==> config.mk <==
export PLATFORM = sky130hd
export DESIGN_NAME = priority_round_robin_task_scheduler_top
export DESIGN_NICKNAME = d
export VERILOG_FILES = /design/src/rtl/prrs_pkg.sv /design/src/rtl/priority_round_robin_task_scheduler_top.sv /design/src/rtl/prrs_task_ram.sv /design/src/rtl/prrs_ctrl.sv
export SDC_FILE = /design/constraint.sdc
export NUM_CORES = 2
export LEC_CHECK = 0
export ABC_AREA = 0
export BUFFER_PORTS_ARGS = -buffer_cell sky130_fd_sc_hd__clkbuf_2
export CAP_MARGIN = 10
export CORE_ASPECT_RATIO = 2
export CORE_MARGIN = 8
export CORE_UTILIZATION = 30
export DETAILED_ROUTE_END_ITERATION = 7
export GPL_TIMING_DRIVEN = 1
export HOLD_SLACK_MARGIN = 0.06
export PLACE_DENSITY = 0.57
export SYNTH_ARGS = -nofsm -noshare
export SYNTH_HDL_FRONTEND = slang
export SYNTH_HIERARCHICAL = 1
export SYNTH_SLANG_ARGS = --single-unit
==> constraint.sdc <==
create_clock -name aclk -period 6.6 [get_ports aclk]
set_input_delay 0.99 -clock aclk [delete_from_list [all_inputs] [get_ports aclk]]
set_output_delay 0.99 -clock aclk [all_outputs]
set_load 0.02 [all_outputs]
==> src/rtl/prrs_pkg.sv <==
// ---------------------------------------------------------------------------
// Scheduler package
// Shared constants, types and helper functions for the priority round-robin
// task scheduler.
// ---------------------------------------------------------------------------
package prrs_pkg;

    localparam int NUM_TASKS = 16;
    localparam int NUM_PRIO  = 8;
    localparam int TASK_W    = $clog2(NUM_TASKS);
    localparam int LINK_W    = TASK_W + 1;
    localparam int PRIO_W    = 3;
    localparam int FNP_W     = 4;
    localparam int DELAY_W   = 32;
    localparam int MASK_W    = 16;

    localparam logic [LINK_W-1:0] NO_TASK   = '1;
    localparam logic [TASK_W-1:0] TASK_LAST = TASK_W'(NUM_TASKS - 1);
    localparam logic [PRIO_W-1:0] PRIO_LAST = PRIO_W'(NUM_PRIO - 1);

    // Operation codes.
    localparam logic [2:0] OP_ADD    = 3'd0;
    localparam logic [2:0] OP_REMOVE = 3'd1;
    localparam logic [2:0] OP_SLEEP  = 3'd2;
    localparam logic [2:0] OP_WAKE   = 3'd3;
    localparam logic [2:0] OP_TICK   = 3'd4;
    localparam logic [2:0] OP_SELECT = 3'd5;

    // One entry of the task table memory.
    typedef struct packed {
        logic [LINK_W-1:0]  link;
        logic [PRIO_W-1:0]  prio;
        logic               waiting;
        logic               prim;
        logic [DELAY_W-1:0] delay;
    } entry_t;

    localparam int ENTRY_W = $bits(entry_t);

    localparam entry_t ENTRY_RESET = '{
        link: NO_TASK, prio: '0, waiting: 1'b0, prim: 1'b0, delay: '0
    };

    // One request as seen by the controller.
    typedef struct packed {
        logic [2:0]         operation;
        logic [TASK_W-1:0]  task_id;
        logic [PRIO_W-1:0]  prio;
        logic [DELAY_W-1:0] sleep_ticks;
        logic               on_wait_list;
    } req_t;

    // One result as produced by the controller.
    typedef struct packed {
        logic               selected_valid;
        logic [TASK_W-1:0]  selected_task;
        logic [MASK_W-1:0]  timed_out_mask;
        logic [31:0]        tick_total;
        logic [FNP_W-1:0]   first_nonempty;
    } result_t;

    typedef enum logic [3:0] {
        ST_IDLE,
        ST_ADD_WR,
        ST_RD_T,
        ST_SW_WR,
        ST_RM_GET,
        ST_RM_WALK_RD,
        ST_RM_WALK_CHK,
        ST_RM_WR_T,
        ST_TK_RD,
        ST_TK_WR,
        ST_SEL_PRIO,
        ST_SEL_RD,
        ST_SEL_CHK,
        ST_DONE
    } state_t;

    // A link names a real task when it lies inside the table.
    function automatic logic real_task(input logic [LINK_W-1:0] l);
        real_task = (l < LINK_W'(NUM_TASKS));
    endfunction

    // Lowest priority whose list is non-empty, NUM_PRIO when none.
    function automatic logic [FNP_W-1:0] first_set(input logic [NUM_PRIO-1:0] m);
        logic [FNP_W-1:0] r;
        r = FNP_W'(NUM_PRIO);
        for (int p = NUM_PRIO - 1; p >= 0; p--) begin
            if (m[p]) begin
                r = FNP_W'(p);
            end
        end
        first_set = r;
    endfunction

endpackage

==> src/rtl/priority_round_robin_task_scheduler_top.sv <==
// ---------------------------------------------------------------------------
// Priority round-robin task scheduler
// Unpacks requests, runs the scheduler controller over the task table RAM
// and holds each result in an output register.
// ---------------------------------------------------------------------------
// Per request: remove may walk the list entry by entry, tick visits every task
// slot, and select checks the priorities in turn and tests the entries of each.
// Throughput: one request at a time; the next request is taken the cycle
// after the result moves into the output register.
// Reset empties every list and clears the counters at once; no clearing pass.
module priority_round_robin_task_scheduler_top (
    input  logic        aclk,
    input  logic        aresetn,
    input  logic        s_tvalid,
    output logic        s_tready,
    // task_id[3:0], task_priority_in[6:4], sleep_ticks[38:7], on_wait_list[39]
    input  logic [39:0] s_tdata,
    // operation[2:0]
    input  logic [2:0]  s_tuser,
    output logic        m_tvalid,
    input  logic        m_tready,
    // selected_task[3:0], timed_out_mask[19:4], tick_total[51:20],
    // first_nonempty_priority[55:52]
    output logic [55:0] m_tdata,
    // selected_valid[0]
    output logic [0:0]  m_tuser
);

    prrs_pkg::req_t     req;
    prrs_pkg::result_t  res;
    logic               res_valid;
    logic               res_ready;
    logic               ram_we;
    logic               ram_re;
    logic [prrs_pkg::TASK_W-1:0]  ram_waddr;
    logic [prrs_pkg::TASK_W-1:0]  ram_raddr;
    logic [prrs_pkg::ENTRY_W-1:0] ram_wdata;
    logic [prrs_pkg::ENTRY_W-1:0] ram_rdata;
    logic               m_tvalid_reg;
    logic [55:0]        m_tdata_reg;
    logic [0:0]         m_tuser_reg;

    // Request fields.
    assign req.operation    = s_tuser;
    assign req.task_id      = s_tdata[3:0];
    assign req.prio         = s_tdata[6:4];
    assign req.sleep_ticks  = s_tdata[38:7];
    assign req.on_wait_list = s_tdata[39];

    prrs_ctrl u_ctrl (
        .aclk      (aclk),
        .aresetn   (aresetn),
        .in_valid  (s_tvalid),
        .in_ready  (s_tready),
        .req       (req),
        .res_valid (res_valid),
        .res_ready (res_ready),
        .res       (res),
        .ram_we    (ram_we),
        .ram_waddr (ram_waddr),
        .ram_wdata (ram_wdata),
        .ram_re    (ram_re),
        .ram_raddr (ram_raddr),
        .ram_rdata (ram_rdata)
    );

    prrs_task_ram #(
        .DEPTH (prrs_pkg::NUM_TASKS),
        .WIDTH (prrs_pkg::ENTRY_W)
    ) u_ram (
        .aclk  (aclk),
        .we    (ram_we),
        .waddr (ram_waddr),
        .wdata (ram_wdata),
        .re    (ram_re),
        .raddr (ram_raddr),
        .rdata (ram_rdata)
    );

    // The output register takes a result whenever it is empty or draining.
    assign res_ready = !m_tvalid_reg || m_tready;

    always_ff @(posedge aclk) begin
        if (!aresetn) begin
            m_tvalid_reg <= 1'b0;
        end else if (res_ready) begin
            m_tvalid_reg <= res_valid;
        end
    end

    always_ff @(posedge aclk) begin
        if (res_ready && res_valid) begin
            m_tdata_reg <= {res.first_nonempty, res.tick_total,
                            res.timed_out_mask, res.selected_task};
            m_tuser_reg <= res.selected_valid;
        end
    end

    assign m_tvalid = m_tvalid_reg;
    assign m_tdata  = m_tdata_reg;
    assign m_tuser  = m_tuser_reg;

endmodule

==> src/rtl/prrs_task_ram.sv <==
// ---------------------------------------------------------------------------
// Task table RAM
// Simple dual-port synchronous RAM with one write port and one registered
// read port.
// ---------------------------------------------------------------------------
module prrs_task_ram #(
    parameter int DEPTH = 16,
    parameter int WIDTH = 42
) (
    input  logic                     aclk,
    input  logic                     we,
    input  logic [$clog2(DEPTH)-1:0] waddr,
    input  logic [WIDTH-1:0]         wdata,
    input  logic                     re,
    input  logic [$clog2(DEPTH)-1:0] raddr,
    output logic [WIDTH-1:0]         rdata
);

    logic [WIDTH-1:0] mem [DEPTH];

    // Write port.
    always_ff @(posedge aclk) begin
        if (we) begin
            mem[waddr] <= wdata;
        end
    end

    // Registered read port.
    always_ff @(posedge aclk) begin
        if (re) begin
            rdata <= mem[raddr];
        end
    end

endmodule

==> src/rtl/prrs_ctrl.sv <==
// ---------------------------------------------------------------------------
// Scheduler controller
// Sequencer that carries out each request by reading, modifying and writing
// back entries of the task table, and keeps the per-priority list heads,
// cursors and counters.
// ---------------------------------------------------------------------------
module prrs_ctrl (
    input  logic                          aclk,
    input  logic                          aresetn,
    input  logic                          in_valid,
    output logic                          in_ready,
    input  prrs_pkg::req_t                req,
    output logic                          res_valid,
    input  logic                          res_ready,
    output prrs_pkg::result_t             res,
    output logic                          ram_we,
    output logic [prrs_pkg::TASK_W-1:0]   ram_waddr,
    output logic [prrs_pkg::ENTRY_W-1:0]  ram_wdata,
    output logic                          ram_re,
    output logic [prrs_pkg::TASK_W-1:0]   ram_raddr,
    input  logic [prrs_pkg::ENTRY_W-1:0]  ram_rdata
);

    prrs_pkg::state_t state_reg, state_next;

    logic [2:0]                    op_reg, op_next;
    logic [prrs_pkg::TASK_W-1:0]   tid_reg, tid_next;
    logic [prrs_pkg::PRIO_W-1:0]   pin_reg, pin_next;
    logic [prrs_pkg::DELAY_W-1:0]  ticks_reg, ticks_next;
    logic                          prim_reg, prim_next;
    logic [prrs_pkg::TASK_W-1:0]   cur_reg, cur_next;
    logic [prrs_pkg::PRIO_W-1:0]   pr_reg, pr_next;
    logic [prrs_pkg::LINK_W-1:0]   link_t_reg, link_t_next;
    prrs_pkg::entry_t              ent_t_reg, ent_t_next;
    logic [prrs_pkg::TASK_W-1:0]   step_reg, step_next;
    logic [prrs_pkg::MASK_W-1:0]   expired_reg, expired_next;
    logic                          sel_valid_reg, sel_valid_next;
    logic [prrs_pkg::TASK_W-1:0]   sel_task_reg, sel_task_next;
    logic [prrs_pkg::LINK_W-1:0]   head_reg [prrs_pkg::NUM_PRIO];
    logic [prrs_pkg::LINK_W-1:0]   head_next [prrs_pkg::NUM_PRIO];
    logic [prrs_pkg::LINK_W-1:0]   cursor_reg [prrs_pkg::NUM_PRIO];
    logic [prrs_pkg::LINK_W-1:0]   cursor_next [prrs_pkg::NUM_PRIO];
    logic [prrs_pkg::NUM_TASKS-1:0] in_list_reg, in_list_next;
    logic [prrs_pkg::NUM_TASKS-1:0] ent_valid_reg, ent_valid_next;
    logic [prrs_pkg::NUM_PRIO-1:0] mask_reg, mask_next;
    logic [31:0]                   tick_reg, tick_next;
    logic                          rd_valid_reg;

    prrs_pkg::entry_t              rd_ent;
    prrs_pkg::entry_t              wr_ent;
    logic [prrs_pkg::PRIO_W-1:0]   ent_pr;
    logic [prrs_pkg::TASK_W-1:0]   sel_nxt;
    logic                          prio_ok;
    logic [prrs_pkg::DELAY_W-1:0]  delay_dec;

    // An entry never written reads as its reset value.
    assign rd_ent    = rd_valid_reg ? prrs_pkg::entry_t'(ram_rdata) : prrs_pkg::ENTRY_RESET;
    assign ent_pr    = rd_ent.prio;
    assign sel_nxt   = prrs_pkg::real_task(rd_ent.link) ? rd_ent.link[prrs_pkg::TASK_W-1:0]
                                                        : head_reg[pr_reg][prrs_pkg::TASK_W-1:0];
    assign prio_ok   = (int'(req.prio) < prrs_pkg::NUM_PRIO);
    assign delay_dec = rd_ent.delay - prrs_pkg::DELAY_W'(1);
    assign ram_wdata = wr_ent;

    // Next-state logic.
    always_comb begin
        state_next = state_reg;
        case (state_reg)
            prrs_pkg::ST_IDLE: begin
                if (in_valid) begin
                    case (req.operation)
                        prrs_pkg::OP_ADD: begin
                            state_next = (in_list_reg[req.task_id] || !prio_ok)
                                       ? prrs_pkg::ST_DONE : prrs_pkg::ST_ADD_WR;
                        end
                        prrs_pkg::OP_REMOVE: begin
                            state_next = in_list_reg[req.task_id]
                                       ? prrs_pkg::ST_RD_T : prrs_pkg::ST_DONE;
                        end
                        prrs_pkg::OP_SLEEP:  state_next = prrs_pkg::ST_RD_T;
                        prrs_pkg::OP_WAKE:   state_next = prrs_pkg::ST_RD_T;
                        prrs_pkg::OP_TICK:   state_next = prrs_pkg::ST_TK_RD;
                        prrs_pkg::OP_SELECT: state_next = prrs_pkg::ST_SEL_PRIO;
                        default:             state_next = prrs_pkg::ST_DONE;
                    endcase
                end
            end
            prrs_pkg::ST_ADD_WR: state_next = prrs_pkg::ST_DONE;
            prrs_pkg::ST_RD_T: begin
                state_next = (op_reg == prrs_pkg::OP_REMOVE) ? prrs_pkg::ST_RM_GET
                                                             : prrs_pkg::ST_SW_WR;
            end
            prrs_pkg::ST_SW_WR: state_next = prrs_pkg::ST_DONE;
            prrs_pkg::ST_RM_GET: begin
                if (head_reg[ent_pr] == prrs_pkg::LINK_W'(tid_reg)
                    || !prrs_pkg::real_task(head_reg[ent_pr])) begin
                    state_next = prrs_pkg::ST_RM_WR_T;
                end else begin
                    state_next = prrs_pkg::ST_RM_WALK_RD;
                end
            end
            prrs_pkg::ST_RM_WALK_RD: state_next = prrs_pkg::ST_RM_WALK_CHK;
            prrs_pkg::ST_RM_WALK_CHK: begin
                if (rd_ent.link == prrs_pkg::LINK_W'(tid_reg)) begin
                    state_next = prrs_pkg::ST_RM_WR_T;
                end else if (prrs_pkg::real_task(rd_ent.link)
                             && step_reg != prrs_pkg::TASK_LAST) begin
                    state_next = prrs_pkg::ST_RM_WALK_RD;
                end else begin
                    state_next = prrs_pkg::ST_RM_WR_T;
                end
            end
            prrs_pkg::ST_RM_WR_T: state_next = prrs_pkg::ST_DONE;
            prrs_pkg::ST_TK_RD:   state_next = prrs_pkg::ST_TK_WR;
            prrs_pkg::ST_TK_WR: begin
                state_next = (cur_reg == prrs_pkg::TASK_LAST) ? prrs_pkg::ST_DONE
                                                              : prrs_pkg::ST_TK_RD;
            end
            prrs_pkg::ST_SEL_PRIO: begin
                if (prrs_pkg::real_task(head_reg[pr_reg])) begin
                    state_next = prrs_pkg::ST_SEL_RD;
                end else if (pr_reg == prrs_pkg::PRIO_LAST) begin
                    state_next = prrs_pkg::ST_DONE;
                end
            end
            prrs_pkg::ST_SEL_RD: state_next = prrs_pkg::ST_SEL_CHK;
            prrs_pkg::ST_SEL_CHK: begin
                if (!rd_ent.waiting) begin
                    state_next = prrs_pkg::ST_DONE;
                end else if (step_reg == prrs_pkg::TASK_LAST) begin
                    state_next = (pr_reg == prrs_pkg::PRIO_LAST) ? prrs_pkg::ST_DONE
                                                                 : prrs_pkg::ST_SEL_PRIO;
                end else begin
                    state_next = prrs_pkg::ST_SEL_RD;
                end
            end
            prrs_pkg::ST_DONE: begin
                if (res_ready) begin
                    state_next = prrs_pkg::ST_IDLE;
                end
            end
            default: state_next = prrs_pkg::ST_IDLE;
        endcase
    end

    // Datapath and memory control for each state.
    always_comb begin
        op_next        = op_reg;
        tid_next       = tid_reg;
        pin_next       = pin_reg;
        ticks_next     = ticks_reg;
        prim_next      = prim_reg;
        cur_next       = cur_reg;
        pr_next        = pr_reg;
        link_t_next    = link_t_reg;
        ent_t_next     = ent_t_reg;
        step_next      = step_reg;
        expired_next   = expired_reg;
        sel_valid_next = sel_valid_reg;
        sel_task_next  = sel_task_reg;
        head_next      = head_reg;
        cursor_next    = cursor_reg;
        in_list_next   = in_list_reg;
        ent_valid_next = ent_valid_reg;
        mask_next      = mask_reg;
        tick_next      = tick_reg;
        ram_we         = 1'b0;
        ram_waddr      = tid_reg;
        wr_ent         = rd_ent;
        ram_re         = 1'b0;
        ram_raddr      = tid_reg;
        in_ready       = (state_reg == prrs_pkg::ST_IDLE);
        res_valid      = (state_reg == prrs_pkg::ST_DONE);

        case (state_reg)
            prrs_pkg::ST_IDLE: begin
                if (in_valid) begin
                    op_next        = req.operation;
                    tid_next       = req.task_id;
                    pin_next       = req.prio;
                    ticks_next     = req.sleep_ticks;
                    prim_next      = req.on_wait_list;
                    sel_valid_next = 1'b0;
                    sel_task_next  = '0;
                    expired_next   = '0;
                    step_next      = '0;
                    cur_next       = '0;
                    pr_next        = '0;
                    if (req.operation == prrs_pkg::OP_TICK) begin
                        tick_next = tick_reg + 32'd1;
                    end
                end
            end
            // Push the new task at the head of its list.
            prrs_pkg::ST_ADD_WR: begin
                ram_we                 = 1'b1;
                wr_ent                 = prrs_pkg::ENTRY_RESET;
                wr_ent.link            = head_reg[pin_reg];
                wr_ent.prio            = pin_reg;
                head_next[pin_reg]     = prrs_pkg::LINK_W'(tid_reg);
                in_list_next[tid_reg]  = 1'b1;
                ent_valid_next[tid_reg] = 1'b1;
                mask_next[pin_reg]     = 1'b1;
            end
            prrs_pkg::ST_RD_T: begin
                ram_re = 1'b1;
            end
            // Sleep or wake rewrites the slot's timing fields.
            prrs_pkg::ST_SW_WR: begin
                ram_we = 1'b1;
                wr_ent = rd_ent;
                if (op_reg == prrs_pkg::OP_SLEEP) begin
                    wr_ent.delay   = ticks_reg;
                    wr_ent.waiting = 1'b1;
                    wr_ent.prim    = prim_reg;
                end else begin
                    wr_ent.waiting = 1'b0;
                end
                ent_valid_next[tid_reg] = 1'b1;
            end
            // The removed task's entry is in; unlink it at the head or walk.
            prrs_pkg::ST_RM_GET: begin
                pr_next     = ent_pr;
                link_t_next = rd_ent.link;
                ent_t_next  = rd_ent;
                cur_next    = head_reg[ent_pr][prrs_pkg::TASK_W-1:0];
                if (cursor_reg[ent_pr] == prrs_pkg::LINK_W'(tid_reg)) begin
                    cursor_next[ent_pr] = prrs_pkg::NO_TASK;
                end
                if (head_reg[ent_pr] == prrs_pkg::LINK_W'(tid_reg)) begin
                    head_next[ent_pr] = rd_ent.link;
                end
            end
            prrs_pkg::ST_RM_WALK_RD: begin
                ram_re    = 1'b1;
                ram_raddr = cur_reg;
            end
            // Point the predecessor past the removed task if found, else step to the next entry.
            prrs_pkg::ST_RM_WALK_CHK: begin
                if (rd_ent.link == prrs_pkg::LINK_W'(tid_reg)) begin
                    ram_we      = 1'b1;
                    ram_waddr   = cur_reg;
                    wr_ent      = rd_ent;
                    wr_ent.link = link_t_reg;
                    ent_valid_next[cur_reg] = 1'b1;
                end else begin
                    cur_next  = rd_ent.link[prrs_pkg::TASK_W-1:0];
                    step_next = step_reg + prrs_pkg::TASK_W'(1);
                end
            end
            prrs_pkg::ST_RM_WR_T: begin
                ram_we                  = 1'b1;
                wr_ent                  = ent_t_reg;
                wr_ent.link             = prrs_pkg::NO_TASK;
                ent_valid_next[tid_reg] = 1'b1;
                in_list_next[tid_reg]   = 1'b0;
                if (!prrs_pkg::real_task(head_reg[pr_reg])) begin
                    mask_next[pr_reg] = 1'b0;
                end
            end
            prrs_pkg::ST_TK_RD: begin
                ram_re    = 1'b1;
                ram_raddr = cur_reg;
            end
            // Count down one listed waiter; expiry makes it ready.
            prrs_pkg::ST_TK_WR: begin
                ram_waddr = cur_reg;
                wr_ent    = rd_ent;
                if (in_list_reg[cur_reg] && rd_ent.waiting && rd_ent.delay != '0) begin
                    ram_we       = 1'b1;
                    wr_ent.delay = delay_dec;
                    if (delay_dec == '0) begin
                        wr_ent.waiting = 1'b0;
                        if (rd_ent.prim) begin
                            wr_ent.prim           = 1'b0;
                            expired_next[cur_reg] = 1'b1;
                        end
                    end
                end
                cur_next = cur_reg + prrs_pkg::TASK_W'(1);
            end
            // Start the circular walk of a non-empty list at its cursor or head; else skip it.
            prrs_pkg::ST_SEL_PRIO: begin
                step_next = '0;
                if (prrs_pkg::real_task(head_reg[pr_reg])) begin
                    cur_next = prrs_pkg::real_task(cursor_reg[pr_reg])
                             ? cursor_reg[pr_reg][prrs_pkg::TASK_W-1:0]
                             : head_reg[pr_reg][prrs_pkg::TASK_W-1:0];
                end else if (pr_reg != prrs_pkg::PRIO_LAST) begin
                    pr_next = pr_reg + prrs_pkg::PRIO_W'(1);
                end
            end
            prrs_pkg::ST_SEL_RD: begin
                ram_re    = 1'b1;
                ram_raddr = cur_reg;
            end
            prrs_pkg::ST_SEL_CHK: begin
                if (!rd_ent.waiting) begin
                    sel_valid_next      = 1'b1;
                    sel_task_next       = cur_reg;
                    cursor_next[pr_reg] = prrs_pkg::LINK_W'(sel_nxt);
                end else if (step_reg == prrs_pkg::TASK_LAST) begin
                    if (pr_reg != prrs_pkg::PRIO_LAST) begin
                        pr_next = pr_reg + prrs_pkg::PRIO_W'(1);
                    end
                end else begin
                    cur_next  = sel_nxt;
                    step_next = step_reg + prrs_pkg::TASK_W'(1);
                end
            end
            default: begin
            end
        endcase
    end

    assign res.selected_valid = sel_valid_reg;
    assign res.selected_task  = sel_task_reg;
    assign res.timed_out_mask = expired_reg;
    assign res.tick_total     = tick_reg;
    assign res.first_nonempty = prrs_pkg::first_set(mask_reg);

    // Control state.
    always_ff @(posedge aclk) begin
        if (!aresetn) begin
            state_reg     <= prrs_pkg::ST_IDLE;
            head_reg      <= '{default: prrs_pkg::NO_TASK};
            cursor_reg    <= '{default: prrs_pkg::NO_TASK};
            in_list_reg   <= '0;
            ent_valid_reg <= '0;
            mask_reg      <= '0;
            tick_reg      <= '0;
        end else begin
            state_reg     <= state_next;
            head_reg      <= head_next;
            cursor_reg    <= cursor_next;
            in_list_reg   <= in_list_next;
            ent_valid_reg <= ent_valid_next;
            mask_reg      <= mask_next;
            tick_reg      <= tick_next;
        end
    end

    // Working registers of the current request.
    always_ff @(posedge aclk) begin
        op_reg        <= op_next;
        tid_reg       <= tid_next;
        pin_reg       <= pin_next;
        ticks_reg     <= ticks_next;
        prim_reg      <= prim_next;
        cur_reg       <= cur_next;
        pr_reg        <= pr_next;
        link_t_reg    <= link_t_next;
        ent_t_reg     <= ent_t_next;
        step_reg      <= step_next;
        expired_reg   <= expired_next;
        sel_valid_reg <= sel_valid_next;
        sel_task_reg  <= sel_task_next;
        if (ram_re) begin
            rd_valid_reg <= ent_valid_reg[ram_raddr];
        end
    end

`ifndef NO_ASSERTIONS
    // A task in a list always has a written table entry.
    a_list_written: assert property (@(posedge aclk) disable iff (!aresetn)
        (in_list_reg & ~ent_valid_reg) == '0)
        else $error("listed task without a written entry");

    // The memory is never read and written at the same entry in one cycle.
    a_no_overlap: assert property (@(posedge aclk) disable iff (!aresetn)
        !(ram_we && ram_re && ram_waddr == ram_raddr))
        else $error("read and write collide on one entry");

    // An accepted tick advances the tick counter by one.
    a_tick_count: assert property (@(posedge aclk) disable iff (!aresetn)
        (in_valid && in_ready && req.operation == prrs_pkg::OP_TICK)
        |=> tick_reg == $past(tick_reg) + 32'd1)
        else $error("tick counter did not advance");

    // A selected task always comes from a non-empty priority.
    a_sel_nonempty: assert property (@(posedge aclk) disable iff (!aresetn)
        (res_valid && sel_valid_reg) |-> mask_reg != '0)
        else $error("task selected with all lists empty");
`endif

endmodule
; After elaboration in Yosys (flattened, before gate mapping)
; Memory sizes are Yosys's and may differ from the RTL's. A register that Yosys moved wholly into a read port is not among the register bits.
; Index checks and enable logic that the tools add are counted.
[totals]
memories = 1
ramBits = 672
out_inout_bits = 59
regBits = 332
in_bits = 47
[memory_table]
columns = memory, depth, width, read_ports, rd_clocked_by_memory_dff, write_ports, line
row1 = u_ram.mem, 16, 42, 1, 1, 1, prrs_task_ram.sv:19  ; logic [WIDTH-1:0] mem [DEPTH];
[op_classes]
bitwise_logic = 13
magnitude_cmp = 20
n_eq_ne = 45
n_reduce_logical = 47
addsub = 5
muxes = 115
[op_table]
columns = operator, n
row1 = case mux 42 bit (5 select lines), 1
row2 = case mux 40 bit (2 select lines), 2
row3 = bitwise mux 40 bit, 3
row4 = two-way mux 40 bit, 3
row5 = case mux 16 bit (2 select lines), 3
row6 = two-way mux 4 bit, 23
row7 = two-way mux 42 bit, 2
row8 = two-way mux 16 bit, 5
row9 = binary-select mux 5 bit (select 3 bit), 5
row10 = two-way mux 5 bit, 13
row11 = bitwise OR 16 bit, 4
row12 = case mux 4 bit (12 select lines), 1
row13 = demux 5 bit (select 3 bit), 3
row14 = bitwise OR 40 bit, 1
row15 = two-way mux 34 bit, 1
row16 = two-way mux 3 bit, 11
row17 = two-way mux 33 bit, 1
row18 = adder 32 x 1 -> 32 bit (second input constant), 1
row19 = == test 4 bit (second input constant), 8
row20 = zero test 32 bit, 1
row21 = nonzero test 32 bit, 1
row22 = subtractor 32 x 1 -> 32 bit (second input constant), 1
row23 = case mux 4 bit (6 select lines), 1
row24 = < comparator 4 x 5 -> 1 bit (second input constant), 4
row25 = other kinds (55), 146

; Depth between registers and ports, before layout
[logic_depth]
word_depth = 10
mapped_depth = 17
mapped_depth_nobuf = 10

; Cells and area by module
; Netlist, hierarchy kept.
[modules_own_cells]
columns = module, cells_per_inst, area_each_um2, instances
row1 = prrs_task_ram, 1092, 26479.1, 1
row2 = prrs_ctrl, 1836, 16368.2, 1
row3 = priority_round_robin_task_scheduler_top, 62, 1769.2, 1

; Worst setup path after synthesis
; No wires, ideal clock.
[synth_path]
kind = register to register
startpoint = register u_ctrl.rd_valid_reg
endpoint = memory u_ram.mem[0][0], enable pin
slack_ns = -0.457
synth_period_minus_slack_ns = 7.057
setup_time_ns = 0.493
arrival_ns = 6.564
stages_incl_launch_ff = 18
path_cell_list = edfxtp_1 buf_2 buf_4 clkbuf_1 buf_6 clkbuf_1 clkbuf_1 clkbuf_1 nand2_1 ha_1 nand4b_1 or3_1 nand3_1 nor2_1 clkbuf_1 or3_1 or3b_2 nor3_1
[synth_via]
elab_chain_len = 7
elab_cells_between_ends = 12
cone_classes = 1 x eq/ne / 8 x mux / 3 x reduce/logical
[synth_lines]
columns = element, line
row1 = start: declaration, prrs_ctrl.sv:47  ; logic rd_valid_reg;
row2 = start signal: assignment, prrs_ctrl.sv:359  ; rd_valid_reg <= ent_valid_reg[ram_raddr];
row3 = two-way mux 42 bit (*), prrs_ctrl.sv:57  ; assign rd_ent = rd_valid_reg ? prrs_pkg::entry_t'(ram_rdata) : prrs_pkg::ENTRY_RESET;
row4 = nonzero test 32 bit or logical AND 1 bit (tied branches), prrs_ctrl.sv:269  ; if (in_list_reg[cur_reg] && rd_ent.waiting && rd_ent.delay != '0) begin
row5 = logical AND 1 bit, prrs_ctrl.sv:269
row6 = two-way mux 1 bit, prrs_ctrl.sv:269
row7 = case mux 1 bit (3 select lines) (*), prrs_ctrl.sv:175  ; case (state_reg)
row8 = named net ram_we, priority_round_robin_task_scheduler_top.sv:33  ; logic ram_we;
row9 = two-way mux 1 bit (*), prrs_task_ram.sv:23  ; if (we) begin
row10 = two-way mux 1 bit (not written as such) (*), prrs_task_ram.sv:24  ; mem[waddr] <= wdata;
row11 = end: declaration, prrs_task_ram.sv:19
; Mark *: on every way through the listed nets, which the timed path passes. The rest lies on a longest branch.

; Worst setup path after layout
[layout_path]
startpoint = register u_ctrl/tid_reg[0] in the netlist's numbering
endpoint = memory u_ram.mem[12][21], enable pin
[layout_via]
elab_chain_len = 5
elab_cells_between_ends = 7
cone_classes = 1 x eq/ne / 6 x mux
[layout_lines]
columns = element, line
row1 = start: declaration, prrs_ctrl.sv:27  ; logic [prrs_pkg::TASK_W-1:0] tid_reg, tid_next;
row2 = start signal: assignment, prrs_ctrl.sv:346  ; tid_reg <= tid_next;
row3 = == test 5 x 4 -> 1 bit, prrs_ctrl.sv:240  ; if (rd_ent.link == prrs_pkg::LINK_W'(tid_reg)) begin
row4 = two-way mux 1 bit, prrs_ctrl.sv:240
row5 = case mux 1 bit (3 select lines), prrs_ctrl.sv:175
row6 = named net ram_we, priority_round_robin_task_scheduler_top.sv:33
row7 = two-way mux 1 bit, prrs_task_ram.sv:23
row8 = two-way mux 1 bit (not written as such), prrs_task_ram.sv:24
; The timed path passes the listed nets, and every way through them passes these cells.

==> metrics <==
maximum clock path buffer count 3; Detailed Place HPWL 85.3 mm; max reg flops 672; largest net degree at the start of global routing 85; Worst EP arrival 5.28 ns; number of flops mapped to enable cells by yosys 889; Leak Pwr 16.5 nW; final hold slack 0.421 ns; relative slew slack 18.7%; post-synthesis cell type count 96; flops & latches, synth 1046; chip height 561 um; DR WL met3 7.19 mm; die width 289 um; drt pass-1 iters 6; Initial Utilization 30.1%; Synth Warn # 6; fraction of layout cells with a size suffix above 1 20.2%; post-layout net count 3153; I/O pins 106; Residual DRC 0; Design Power 23.3 mW; crit path max fanout 21; antenna violations before repair 3; # clock sinks 1046; Fin Setup TNS 0 ns; R2R Setup Slk 1.70 ns; hold_sp u_ctrl/sel_task_reg[0]; worst setup margin 1.70 ns; Final Setup Violations 0; global-route wire length before repair 194 mm; Util after Layout 34.4%; clock slew at reported path FFs 0.07 ns; Routed Antenna Nets 0; TritonCTS clock tree yes; Worst Path Class, Setup reg -> reg; worst slack at placement 1.81 ns; Tmin final 4.90 ns; routed len/inst 26.2 um; vias per cell 5.49; Worst R2R End u_ram/mem[12][21]; average cell area after synthesis 14.9 um^2; WP data required 6.98 ns; Top FF cell, synth edfxtp_1; Post-CTS Setup Repair Bufs 0; WL final 134 mm; status complete, no violations; Die ar. 162000 um^2; Port-buffer cells 105; reg2reg start u_ctrl/tid_reg[0]; Final Skew 0.0339 ns; Placer Congestion 0.945; max_cap viols 0; GRT overflow 0; dpl cells 4912; area grow syn2layout 14.3%; total CTS buffers 97; Hold Crit Class reg -> reg; Worst setup EP type register; core area 148000 um^2; worst r2r path cells 10; DP Area 47600 um^2; num rows 200; Synth area leaders edfxtp_1, mux4_2, dfxtp_1; Hold Path End m_tdata[0]; worst-skew pair later-pin latency 0.72 ns; Seq/Total Area, Yosys 66.9%; hold_buf cts 0; top sig layer met4; initial drt markers 2688; Overall Global Routing Usage 16.1%; Syn Inst Count 2990; final std cells w/o fill 5096; htree depth 3; synthesized area 44600 um^2; maximum VDD drop 260 uV; Max Freq 0.204 GHz; async set-or-reset flop fraction in the synthesized netlist 0%; leading area contributor after synthesis edfxtp_1; Mapped Nets 3048; top-count cell post-synth edfxtp_1; worst-margin pin slew 1.22 ns; via count 28000; hold path cells 0; clock root cell clkbuf_16; Commonest cells post-synth edfxtp_1, nand2_1, nor2_1; PD cells 457 nW/um^2; Yosys top cell area share 59.8%; hold violation total from the final report 0; unrepaired setup endpoints after global routing no; Resized Gates After CTS 0; met1 wire length 48.1 mm; Slew Limit Fails 0; number of global-route vias before repair 28200; Final Cell Area 51000 um^2; post-route clock period utilization 74.3%; routed wl met2 71.1 mm; Worst setup SP type register
## cell usage in the layout, fill, tap and decap left out, drive strengths merged, types with 32 or more instances in the layout
cell	count
a22oi	113
inv	50
nand2	238
dfxtp	157
nand3	57
mux2i	55
clkbuf	230
nor2	213
xor2	35
nor3	45
edfxtp	889
clkinv	32
o21ai	151
a21oi	113
buf	89
mux4	190
mux2	32
## critical path, stage by stage, from the launching register on
cell,delay [ns]
edfxtp_1,0.68
or3b_2,0.56
a21boi_0,0.17
o21ai_0,0.11
a2111oi_1,0.74
and2_1,0.25
buf_4,0.28
or3_1,0.22
nand3_1,0.35
nor3_4,0.86
buf_12,0.28
## cells by family (layout without fill, tap and decap cells)
logic type                 after synthesis  count (layout)  share of synthesized area, %
AOI/OAI and AO/OA                      623             623                          9.67
buffers and inverters                  234             420                          2.34
xor gates and xnor gates                55              55                          1.08
muxes                                  277             277                          11.6
other                                    0               1                             0
DFF                                   1046            1046                          66.9
and+or+nand+nor                        744             744                          8.08
adders and majority gates               11              11                         0.308
## worst max path at each step
stage | start | to | cells after the start
global route | u_ctrl/tid_reg[0] | u_ram/mem[12][21] | 10
floorplan | u_ctrl/rd_valid_reg | u_ram/mem[1][0] | 17
detailed placement | u_ctrl/tid_reg[0] | u_ram/mem[12][28] | 10
finish | u_ctrl/tid_reg[0] | u_ram/mem[12][21] | 10
global placement | u_ctrl/tid_reg[0] | u_ram/mem[2][22] | 10
CTS | u_ctrl/tid_reg[0] | u_ram/mem[12][30] | 10
## where the power goes
| part | leakage (nW) | switching [mW] | internal [mW] | total (mW) |
|---|---|---|---|---|
| clock network | 1.60 | 2.59 | 3.33 | 5.92 |
| registers | 9.49 | 0.624 | 8.90 | 9.53 |
| logic | 5.43 | 5.24 | 2.62 | 7.85 |
## final cells by class
type | instances | area [um^2]
multi-input combinational | 1710 | 13900
inverter | 46 | 185
timing repair buffer | 194 | 1290
clock inverter | 55 | 679
sequential | 1046 | 29800
antenna | 1 | 2.50
fill | 14200 | 97200
clock buffer | 125 | 2670
tap | 1919 | 2400
## per-layer routing
layer | vias to the layer above | GRT usage, %
met5 | - | 0
met4 | 0 | 8.19
met3 | 347 | 2.45
met2 | 1142 | 29.7
met1 | 14400 | 17.8
li1 | 12100 | -
Power figures use the tool's default switching activity.
